**src/rtl/core/bmsrx_pkg.sv**
```systemverilog
// Package for the battery response frame receiver.
// Holds the parser phase enum, the completion status codes and item structs.
// No dependencies.
package bmsrx_pkg;

  // Framing bytes
  localparam logic [7:0] START_BYTE = 8'hDD;
  localparam logic [7:0] END_BYTE   = 8'h77;
  localparam int         ERROR_BIT  = 7;   // status byte bit flagging a device error

  // Input function codes
  localparam logic FUNC_BYTE    = 1'b0;
  localparam logic FUNC_RESTART = 1'b1;

  // Result kinds
  localparam logic KIND_PAYLOAD = 1'b0;
  localparam logic KIND_DONE    = 1'b1;

  // Completion status codes
  localparam logic [2:0] ST_OK      = 3'd0;
  localparam logic [2:0] ST_DEV_ERR = 3'd1;
  localparam logic [2:0] ST_BAD_END = 3'd2;
  localparam logic [2:0] ST_BAD_SUM = 3'd3;
  localparam logic [2:0] ST_BAD_ALL = 3'd4;

  // Parser phases
  typedef enum logic [3:0] {
    PH_HUNT    = 4'd0,
    PH_CMD     = 4'd1,
    PH_STATUS  = 4'd2,
    PH_LEN     = 4'd3,
    PH_PAYLOAD = 4'd4,
    PH_SUM_HI  = 4'd5,
    PH_SUM_LO  = 4'd6,
    PH_END     = 4'd7,
    PH_DONE    = 4'd8
  } phase_t;

  // One input item
  typedef struct packed {
    logic       func;
    logic [7:0] rx_byte;
  } item_t;

  // One result item
  typedef struct packed {
    logic       kind;
    logic [7:0] payload_byte;
    logic [7:0] payload_index;
    logic [7:0] command_code;
    logic [2:0] frame_status;
    logic       last;
  } res_t;

endpackage

```
**src/rtl/core/bmsrx_if.sv**
```systemverilog
// Valid/ready channel interfaces for the receiver's input and result items.
// Stand-alone; field widths follow the item definitions in bmsrx_pkg.
interface bmsrx_in_if;
  logic       valid;
  logic       ready;
  logic       func;
  logic [7:0] rx_byte;

  modport source (output valid, output func, output rx_byte, input ready);
  modport sink   (input valid, input func, input rx_byte, output ready);
endinterface

interface bmsrx_out_if;
  logic       valid;
  logic       ready;
  logic       kind;
  logic [7:0] payload_byte;
  logic [7:0] payload_index;
  logic [7:0] command_code;
  logic [2:0] frame_status;
  logic       last;

  modport source (output valid, output kind, output payload_byte, output payload_index,
                  output command_code, output frame_status, output last, input ready);
  modport sink   (input valid, input kind, input payload_byte, input payload_index,
                  input command_code, input frame_status, input last, output ready);
endinterface

```
**src/rtl/core/bms_response_frame_receiver.sv**
```systemverilog
// Battery response frame receiver: input register, frame parser, result register.
// A result passes through the input register and then the result register.
// Throughput: one item per cycle unless the output channel stalls.
// Reset (synchronous, active low): parser returns to start-byte hunt, all state zero,
// both stage registers empty.
module bms_response_frame_receiver
  import bmsrx_pkg::*;
(
  input logic         clk,
  input logic         rst_n,
  bmsrx_in_if.sink    in_ch,
  bmsrx_out_if.source out_ch
);

  item_t  in_item, s1_item;
  logic   s1_valid, adv, free, res_valid, out_valid;
  res_t   res, out_res;
  phase_t phase;

  assign in_item.func    = in_ch.func;
  assign in_item.rx_byte = in_ch.rx_byte;

  // held item moves on whenever the result register can take its result
  assign adv = s1_valid && free;

  bmsrx_in_stage u_in (
    .clk      (clk),
    .rst_n    (rst_n),
    .in_valid (in_ch.valid),
    .in_ready (in_ch.ready),
    .in_item  (in_item),
    .adv      (adv),
    .s1_valid (s1_valid),
    .s1_item  (s1_item)
  );

  bmsrx_parser u_parse (
    .clk       (clk),
    .rst_n     (rst_n),
    .adv       (adv),
    .item      (s1_item),
    .res_valid (res_valid),
    .res       (res),
    .phase     (phase)
  );

  bmsrx_out_reg u_out (
    .clk       (clk),
    .rst_n     (rst_n),
    .load      (adv && res_valid),
    .res_in    (res),
    .out_ready (out_ch.ready),
    .out_valid (out_valid),
    .free      (free),
    .res_out   (out_res)
  );

  assign out_ch.valid         = out_valid;
  assign out_ch.kind          = out_res.kind;
  assign out_ch.payload_byte  = out_res.payload_byte;
  assign out_ch.payload_index = out_res.payload_index;
  assign out_ch.command_code  = out_res.command_code;
  assign out_ch.frame_status  = out_res.frame_status;
  assign out_ch.last          = out_res.last;

  // restart always rearms the hunt
  a_restart: assert property (@(posedge clk) disable iff (!rst_n)
    adv && s1_item.func == FUNC_RESTART |=> phase == PH_HUNT)
    else $error("restart did not return parser to hunt");

  // a finished frame stays finished until restart
  a_done_hold: assert property (@(posedge clk) disable iff (!rst_n)
    adv && s1_item.func == FUNC_BYTE && phase == PH_DONE |=> phase == PH_DONE)
    else $error("parser left done without restart");

  // payload items carry no status and no last flag
  a_payload_fields: assert property (@(posedge clk) disable iff (!rst_n)
    out_valid && out_res.kind == KIND_PAYLOAD |-> out_res.frame_status == ST_OK && !out_res.last)
    else $error("payload item with status or last set");

  // a result is only formed in payload or end phase
  a_res_phase: assert property (@(posedge clk) disable iff (!rst_n)
    adv && res_valid |-> phase == PH_PAYLOAD || phase == PH_END)
    else $error("result formed outside payload or end phase");

endmodule

```
**src/rtl/core/bmsrx_in_stage.sv**
```systemverilog
// Input register stage of the receiver.
// Captures one item per cycle while the register is empty or its held item is consumed; depends on bmsrx_pkg.
module bmsrx_in_stage
  import bmsrx_pkg::*;
(
  input  logic  clk,
  input  logic  rst_n,
  input  logic  in_valid,
  output logic  in_ready,
  input  item_t in_item,
  input  logic  adv,       // held item is consumed this cycle
  output logic  s1_valid,
  output item_t s1_item
);

  logic  valid_r, valid_nxt;
  item_t item_r;

  assign in_ready  = !valid_r || adv;
  assign valid_nxt = (in_valid && in_ready) ? 1'b1 : (adv ? 1'b0 : valid_r);

  // valid flag
  always_ff @(posedge clk) begin
    if (!rst_n) begin
      valid_r <= 1'b0;
    end else begin
      valid_r <= valid_nxt;
    end
  end

  // payload
  always_ff @(posedge clk) begin
    if (in_valid && in_ready) begin
      item_r <= in_item;
    end
  end

  assign s1_valid = valid_r;
  assign s1_item  = item_r;

endmodule

```
**src/rtl/core/bmsrx_parser.sv**
```systemverilog
// Frame parser: phase state machine, checksum tracking and result forming.
// State advances once per consumed item; depends on bmsrx_pkg.
module bmsrx_parser
  import bmsrx_pkg::*;
(
  input  logic   clk,
  input  logic   rst_n,
  input  logic   adv,
  input  item_t  item,
  output logic   res_valid,
  output res_t   res,
  output phase_t phase
);

  phase_t      phase_r, phase_nxt;
  logic [7:0]  cmd_r, cmd_nxt;
  logic        dev_err_r, dev_err_nxt;
  logic [15:0] exp_sum_r, exp_sum_nxt;
  logic [7:0]  len_r, len_nxt;
  logic [7:0]  cnt_r, cnt_nxt;
  logic [7:0]  sum_hi_r, sum_hi_nxt;
  logic [7:0]  sum_lo_r, sum_lo_nxt;
  logic [7:0]  c;
  logic        bad_end, bad_sum;

  assign c       = item.rx_byte;
  assign bad_end = (c != END_BYTE);
  assign bad_sum = ({sum_hi_r, sum_lo_r} != exp_sum_r);

  // next state and result
  always_comb begin
    phase_nxt   = phase_r;
    cmd_nxt     = cmd_r;
    dev_err_nxt = dev_err_r;
    exp_sum_nxt = exp_sum_r;
    len_nxt     = len_r;
    cnt_nxt     = cnt_r;
    sum_hi_nxt  = sum_hi_r;
    sum_lo_nxt  = sum_lo_r;
    res_valid   = 1'b0;
    res         = '0;
    res.command_code = cmd_r;
    if (item.func == FUNC_RESTART) begin
      phase_nxt = PH_HUNT;
    end else begin
      case (phase_r)
        PH_HUNT: begin
          if (c == START_BYTE) phase_nxt = PH_CMD;
        end
        PH_CMD: begin
          cmd_nxt   = c;
          phase_nxt = PH_STATUS;
        end
        PH_STATUS: begin
          dev_err_nxt = c[ERROR_BIT];
          exp_sum_nxt = 16'd0 - {8'd0, c};
          phase_nxt   = PH_LEN;
        end
        PH_LEN: begin
          len_nxt     = c;
          cnt_nxt     = 8'd0;
          exp_sum_nxt = exp_sum_r - {8'd0, c};
          phase_nxt   = (c == 8'd0) ? PH_SUM_HI : PH_PAYLOAD;
        end
        PH_PAYLOAD: begin
          res_valid         = 1'b1;
          res.kind          = KIND_PAYLOAD;
          res.payload_byte  = c;
          res.payload_index = cnt_r;
          res.frame_status  = ST_OK;
          exp_sum_nxt       = exp_sum_r - {8'd0, c};
          cnt_nxt           = cnt_r + 8'd1;
          if (cnt_nxt >= len_r) phase_nxt = PH_SUM_HI;
        end
        PH_SUM_HI: begin
          sum_hi_nxt = c;
          phase_nxt  = PH_SUM_LO;
        end
        PH_SUM_LO: begin
          sum_lo_nxt = c;
          phase_nxt  = PH_END;
        end
        PH_END: begin
          res_valid         = 1'b1;
          res.kind          = KIND_DONE;
          res.payload_index = len_r;
          res.last          = 1'b1;
          // device error wins over framing faults
          if (dev_err_r)              res.frame_status = ST_DEV_ERR;
          else if (bad_end && bad_sum) res.frame_status = ST_BAD_ALL;
          else if (bad_sum)           res.frame_status = ST_BAD_SUM;
          else if (bad_end)           res.frame_status = ST_BAD_END;
          else                        res.frame_status = ST_OK;
          phase_nxt = PH_DONE;
        end
        default: begin
          // done: bytes ignored until restart
        end
      endcase
    end
  end

  // state registers
  always_ff @(posedge clk) begin
    if (!rst_n) begin
      phase_r   <= PH_HUNT;
      cmd_r     <= 8'd0;
      dev_err_r <= 1'b0;
      exp_sum_r <= 16'd0;
      len_r     <= 8'd0;
      cnt_r     <= 8'd0;
      sum_hi_r  <= 8'd0;
      sum_lo_r  <= 8'd0;
    end else if (adv) begin
      phase_r   <= phase_nxt;
      cmd_r     <= cmd_nxt;
      dev_err_r <= dev_err_nxt;
      exp_sum_r <= exp_sum_nxt;
      len_r     <= len_nxt;
      cnt_r     <= cnt_nxt;
      sum_hi_r  <= sum_hi_nxt;
      sum_lo_r  <= sum_lo_nxt;
    end
  end

  assign phase = phase_r;

endmodule

```
**src/rtl/core/bmsrx_out_reg.sv**
```systemverilog
// Result register of the receiver, holding one item for the output channel.
// Depends on bmsrx_pkg.
module bmsrx_out_reg
  import bmsrx_pkg::*;
(
  input  logic clk,
  input  logic rst_n,
  input  logic load,
  input  res_t res_in,
  input  logic out_ready,
  output logic out_valid,
  output logic free,       // register can take a new item this cycle
  output res_t res_out
);

  logic valid_r, valid_nxt;
  res_t res_r;

  assign free      = !valid_r || out_ready;
  assign valid_nxt = load ? 1'b1 : (out_ready ? 1'b0 : valid_r);

  // valid flag
  always_ff @(posedge clk) begin
    if (!rst_n) begin
      valid_r <= 1'b0;
    end else begin
      valid_r <= valid_nxt;
    end
  end

  // payload
  always_ff @(posedge clk) begin
    if (load) begin
      res_r <= res_in;
    end
  end

  assign out_valid = valid_r;
  assign res_out   = res_r;

endmodule
```
**src/flat_wrapper.sv**
```systemverilog
// flat-port wrapper written by rule: the top's interface ports become plain ports
module bms_response_frame_receiver_flat import bmsrx_pkg::*;
  (clk, rst_n, in_ch_valid, in_ch_func, in_ch_rx_byte, in_ch_ready, out_ch_valid, out_ch_kind, out_ch_payload_byte, out_ch_payload_index, out_ch_command_code, out_ch_frame_status, out_ch_last, out_ch_ready);
  bmsrx_in_if in_ch_i ();
  bmsrx_out_if out_ch_i ();
  input logic clk;
  input logic rst_n;
  input wire logic [$bits(in_ch_i.valid)-1:0] in_ch_valid;
  input wire logic [$bits(in_ch_i.func)-1:0] in_ch_func;
  input wire logic [$bits(in_ch_i.rx_byte)-1:0] in_ch_rx_byte;
  output wire logic [$bits(in_ch_i.ready)-1:0] in_ch_ready;
  output wire logic [$bits(out_ch_i.valid)-1:0] out_ch_valid;
  output wire logic [$bits(out_ch_i.kind)-1:0] out_ch_kind;
  output wire logic [$bits(out_ch_i.payload_byte)-1:0] out_ch_payload_byte;
  output wire logic [$bits(out_ch_i.payload_index)-1:0] out_ch_payload_index;
  output wire logic [$bits(out_ch_i.command_code)-1:0] out_ch_command_code;
  output wire logic [$bits(out_ch_i.frame_status)-1:0] out_ch_frame_status;
  output wire logic [$bits(out_ch_i.last)-1:0] out_ch_last;
  input wire logic [$bits(out_ch_i.ready)-1:0] out_ch_ready;
  assign in_ch_i.valid = in_ch_valid;
  assign in_ch_i.func = in_ch_func;
  assign in_ch_i.rx_byte = in_ch_rx_byte;
  assign in_ch_ready = in_ch_i.ready;
  assign out_ch_valid = out_ch_i.valid;
  assign out_ch_kind = out_ch_i.kind;
  assign out_ch_payload_byte = out_ch_i.payload_byte;
  assign out_ch_payload_index = out_ch_i.payload_index;
  assign out_ch_command_code = out_ch_i.command_code;
  assign out_ch_frame_status = out_ch_i.frame_status;
  assign out_ch_last = out_ch_i.last;
  assign out_ch_i.ready = out_ch_ready;
  bms_response_frame_receiver u_core (.clk(clk), .rst_n(rst_n), .in_ch(in_ch_i), .out_ch(out_ch_i));
endmodule
```
**config.mk**
```make
export PLATFORM = sky130hd
export DESIGN_NAME = bms_response_frame_receiver_flat
export DESIGN_NICKNAME = d
export VERILOG_FILES = /design/src/rtl/core/bmsrx_pkg.sv /design/src/rtl/core/bmsrx_if.sv /design/src/rtl/core/bms_response_frame_receiver.sv /design/src/rtl/core/bmsrx_in_stage.sv /design/src/rtl/core/bmsrx_parser.sv /design/src/rtl/core/bmsrx_out_reg.sv /design/src/flat_wrapper.sv
export SDC_FILE = /design/constraint.sdc
export NUM_CORES = 1
export LEC_CHECK = 0
export ABC_AREA = 0
export BUFFER_PORTS_ARGS = -buffer_cell sky130_fd_sc_hd__clkbuf_2
export CAP_MARGIN = 20
export CORE_MARGIN = 8
export CORE_UTILIZATION = 55
export CTS_BUF_LIST = sky130_fd_sc_hd__clkbuf_4
export CTS_CLUSTER_DIAMETER = 60
export DETAILED_ROUTE_END_ITERATION = 7
export GPL_TIMING_DRIVEN = 0
export PLACE_DENSITY = 0.86
export RECOVER_POWER = 25
export REMOVE_ABC_BUFFERS = 1
export SETUP_SLACK_MARGIN = 0.1
export SLEW_MARGIN = 20
export SYNTH_ARGS = -nofsm -noshare
export SYNTH_HDL_FRONTEND = slang
export SYNTH_HIERARCHICAL = 1
export SYNTH_SLANG_ARGS = --single-unit
```
**constraint.sdc**
```tcl
create_clock -name clk -period 5.5 [get_ports clk]
set_clock_uncertainty 0.15 [all_clocks]
set_input_delay 1.65 -clock clk [delete_from_list [all_inputs] [get_ports clk]]
set_output_delay 1.65 -clock clk [all_outputs]
set_load 0.02 [all_outputs]
```
# Yosys cells after proc, flatten, opt, wreduce, memory -nomap -nowiden
# Index checks and enable logic that the tools add are counted.
[totals]
ff_bits = 100
elab_cells = 86
out_inout_bits = 31
[classes]
n_addsub = 3
magnitude_cmp = 1
n_reduce_logical = 29
n_eq_ne = 12
mux = 19
n_bitwise = 3
[op_table]
columns = ["cell", "n"]
rows = [
  ["$pmux 16 s2", 1],
  ["$pmux 4 s8", 1],
  ["$pmux 8 s2", 2],
  ["$reduce_and 3->1", 7],
  ["$eq 4x3->1 const B", 4],
  ["$ne 16x16->1", 1],
  ["$sub 16x8->16", 1],
  ["$mux 4", 3],
  ["$mux 1", 9],
  ["$reduce_bool 9->1", 1],
  ["$sub 1x8->9 const A", 1],
  ["$add 8x1->8 const B", 1],
  ["$eq 4x2->1 const B", 2],
  ["$eq 8x8->1 const B", 1],
  ["$ge 8x8->1", 1],
  ["$logic_not 8->1", 1],
  ["$ne 8x7->1 const B", 1],
  ["$reduce_bool 2->1", 4],
  ["$reduce_or 2->1", 4],
  ["$mux 3", 2],
  ["$ne 3x2->1 const B", 2],
  ["$eq 4x1->1 const B", 1],
  ["$logic_and 1x1->1", 4],
  ["$logic_not 4->1", 1],
  ["7 further kinds", 11],
]

# Longest topological paths before layout
[logic_depth]
ltp_word = 6
depth_mapped = 10
mapped_depth_nobuf = 10

# Cells and area by module
# Netlist, hierarchy kept.
[by_module_without_submodules]
columns = ["module", "seq_area_each_um2", "cells_each", "area_per_inst_um2", "instances"]
rows = [
  ["bmsrx_parser", 1221.2, 486, 3838.7, 1],
  ["bmsrx_out_reg", 890.9, 33, 919.6, 1],
  ["bmsrx_in_stage", 290.3, 14, 327.8, 1],
  ["bms_response_frame_receiver", 0.0, 2, 12.5, 1],
]

# Least setup slack after synthesis
# No wires, ideal clock.
[synth_path]
path_type = "input to output"
from = "in out_ch_ready"
to = "out in_ch_ready"
t_required_ns = 3.700
path_stages = 3
path_slack_ns = 1.582
path_buffers = 0
arrival_time_ns = 2.118
cell_sequence = "nand2b_4 and2_1 nand2b_4"
[synth_via]
elab_chain_len = 3
[synth_lines]
columns = ["element", "line_no", "source"]
rows = [
  ["start: declaration", "flat_wrapper.sv:19", "input wire logic [$bits(out_ch_i.ready)-1:0] out_ch_ready;"],
  ["$logic_or 1x1->1", "bmsrx_out_reg.sv:19", "assign free = !valid_r || out_ready;"],
  ["$logic_and 1x1->1", "bms_response_frame_receiver.sv:24", "assign adv = s1_valid && free;"],
  ["net u_core.adv", "bms_response_frame_receiver.sv:16", "logic s1_valid, adv, free, res_valid, out_valid;"],
  ["$logic_or 1x1->1", "bmsrx_in_stage.sv:19", "assign in_ready = !valid_r || adv;"],
  ["end: declaration", "flat_wrapper.sv:11", "output wire logic [$bits(in_ch_i.ready)-1:0] in_ch_ready;"],
]
# The timed path passes the listed nets, and every way through them passes these cells.

# Final worst setup path
[layout_path]
from = "in out_ch_ready"
to = "out in_ch_ready"
[layout_via]
elab_chain_len = 3
[layout_lines]
columns = ["element", "line_no"]
rows = [
  ["$logic_or 1x1->1", "bmsrx_out_reg.sv:19"],
  ["net u_core.free", "bms_response_frame_receiver.sv:16"],
  ["$logic_and 1x1->1", "bms_response_frame_receiver.sv:24"],
  ["net u_core.adv", "bms_response_frame_receiver.sv:16"],
  ["$logic_or 1x1->1", "bmsrx_in_stage.sv:19"],
]
# The timed path passes the listed nets, and every way through them passes these cells.

==> impl_metrics.json <==
{
  "clockBufferDepth": 2,
  "grt.overflow.total": 0,
  "yosys.area.top_type": "dfxtp_1",
  "numCtsBuffers": 9,
  "insertedDiodeCount": 0,
  "whs_ps": 307,
  "ys_warn_count": 6,
  "gp_congestion": 0.917,
  "power.density_mw_per_mm2": 227,
  "critical_path.max_fanout": 5,
  "synth_ff_type": "dfxtp_1",
  "root_buffer": "clkbuf_4",
  "drt_pre_antenna_iters": 5,
  "worstPathRequired_ps": 3700,
  "critPathSlowestCell": "and2_0",
  "grt_use_total": 0.182,
  "avgSynthCellArea_um2": 9.53,
  "io_pins": 44,
  "hp-class": "reg -> reg",
  "layout-drive-gt1-share": 0.127,
  "numPlacedInstances": 661,
  "post-dp-hpwl_um": 8260,
  "port_buffers": 43,
  "synth_edf_count": 38,
  "drt-total-wl_um": 11400,
  "num_rows": 35,
  "vias": 4139,
  "clk_latency_ps": 460,
  "drt-initial-drc-count": 399,
  "status": "finished, final reports clean",
  "first_global_vias": 3809,
  "setup-tns-final_ps": 0,
  "synth_top_area_frac": 0.247,
  "hold_viol": 0,
  "syn_to_final_growth_pct": 7.07,
  "seq_area_mm2": 0.00240,
  "maxSlewViolCount": 0,
  "multiInputGateArea_mm2": 0.00247,
  "critPathArrivalTime_ps": 2520,
  "stdcell_count": 677,
  "final_area_mm2": 0.00546,
  "ir_drop_v": 0.000140,
  "fp.dieW_um": 112,
  "max_slew_margin": 0.398,
  "cts_max_level": 3,
  "antenna_found_initial": 0,
  "cellLeakagePower_nw": 2.24,
  "nFillCells": 737,
  "core_mm2": 0.00911,
  "ctsResizeCount": 0,
  "wl_per_cell_um": 16.8,
  "finalPower_mw": 1.24,
  "worst_slew_pin_slew_ps": 896,
  "initial_core_util": 0.560,
  "setup_viol": 0,
  "finish.utilization": 0.599,
  "nets": 597,
  "cpPeakStageDelay_ps": 270,
  "fin_crit_sh": 0.786,
  "ys_top_cells_by_area": "dfxtp_1 25%, edfxtp_1 22%, nor2_1 6.1%, ha_1 5.4%, a21oi_1 4.8%",
  "dieArea_mm2": 0.0126,
  "syn_inst": 535,
  "crit_path_end_kind": "output pin",
  "ys_ff_latch": 101,
  "worstPathCellList": "clkbuf_2, nand2b_1, and2_0, nand2b_1, clkbuf_2",
  "cts_hold_buf": 0,
  "vias_per_cell": 6.11,
  "cp-start-kind": "primary input",
  "cts_tree": "yes",
  "preCtsSetupSlack_ps": 1320,
  "critical_path_class": "in -> out",
  "async_reset_ff_frac": 0,
  "drc_errors": 0,
  "ys_types": 66,
  "grt_pass1_wl_um": 18700,
  "cts.sinks": 101,
  "ys_seq_area_frac": 0.471,
  "maxCapViolations": 0,
  "cts_setup_buffers": 0,
  "postPlaceCellArea_mm2": 0.00534,
  "clk_pin_slew_ps": 140,
  "final.min_clock_period_ps": 4320,
  "syn_area_mm2": 0.00510,
  "synth.most_common_cell": "nor2_1",
  "max_freq_mhz": 231,
  "die_y_um": 112,
  "setup_ws_ps": 1180,
  "rsz0062_at_grt": "no",
  "postRouteAntennaNets": 0,
  "grt_max_degree": 52,
  "synth_top_cells_by_count": "83 x nor2_1, 63 x dfxtp_1, 49 x a21oi_1, 38 x edfxtp_1, 23 x inv_1"
}
-- path summary, 6_finish.rpt --
path	startpoint	to	slack [ps]	depth (start not counted)
setup reg to reg	u_core/u_in/s1_item[8]$_DFFE_PP_	u_core/u_out/res_out[6]$_DFFE_PP_	2340	4
hold reg to reg	u_core/u_parse/cmd_r[7]$_SDFFE_PN0P_	u_core/u_out/res_out[11]$_DFFE_PP_	310	0
hold / removal	u_core/u_parse/cmd_r[7]$_SDFFE_PN0P_	u_core/u_out/res_out[11]$_DFFE_PP_	310	0
setup / recovery	out_ch_ready	in_ch_ready	1180	5
-- kinds of logic (layout without fill, tap and decap cells) --
| kind of cell | Yosys count | in the layout | share of synthesized area |
|---|---|---|---|
| simple gates | 191 | 191 | 0.194 |
| compound gates | 129 | 129 | 0.166 |
| flops | 101 | 101 | 0.471 |
| buf+inv | 52 | 83 | 0.0417 |
| xor+xnor | 28 | 28 | 0.0481 |
| fa+ha+maj | 23 | 23 | 0.0579 |
| mux | 11 | 11 | 0.0216 |
-- area by class of cell --
type                    instances  share of cell area
well taps                     111              0.0254
inverters                      24              0.0167
repair buffers                 43              0.0394
multi-input cells             382               0.453
clock buffers                   9              0.0124
clock inverters                 7              0.0133
flip-flops and latches        101               0.440
-- worst max-delay path, delay by kind of cell --
family | cells | cell delay, ps
buffers and inverters | 2 | 260
and+or+nand+nor | 3 | 610
-- power breakdown --
part	leakage [nW]	internal, mW	switching [mW]
clock	0.0743	0.141	0.247
combinational	1.31	0.0198	0.0410
sequential	0.862	0.778	0.0103
-- flip-flops by register name, indices dropped and copies added, names as in the netlist, 8 cells and up --
signal                    cells
u_core/u_out/res_out         29
u_core/u_parse/exp_sum_r     16
u_core/u_in/s1_item           9
u_core/u_parse/cmd_r          8
u_core/u_parse/cnt_r          8
u_core/u_parse/len_r          8
u_core/u_parse/sum_hi_r       8
u_core/u_parse/sum_lo_r       8
-- routing by layer --
metal | vias to the layer above | routed length, um | track usage
li1 | 1985 | - | -
met1 | 1971 | 4860 | 0.222
met2 | 163 | 5450 | 0.302
met3 | 20 | 864 | 0.0494
met4 | 0 | 191 | 0.0692
met5 | - | 0 | 0
-- cells in the final DEF (no fill, tap or decap), types with 4 or more instances in the layout --
cell and instances:
a21oi_1 48, mux2i_1 11, xnor2_1 7, dfxtp_1 63, a21o_1 7, inv_1 23, o21ai_0 14, o211ai_1 5
clkbuf_4 9, a31oi_1 8, and3_1 10, nand2_1 16, clkbuf_2 43, o31a_1 6, nor2b_1 4, a22o_1 8
nand3_1 15, o21a_1 5, edfxtp_1 38, nor2_1 83, xor2_1 21, nand2b_1 6, nor4_1 8, nand4_1 6
ha_1 22, and2_0 4, nor3_1 9, or3_1 6
(Power assumes the default switching activity.)
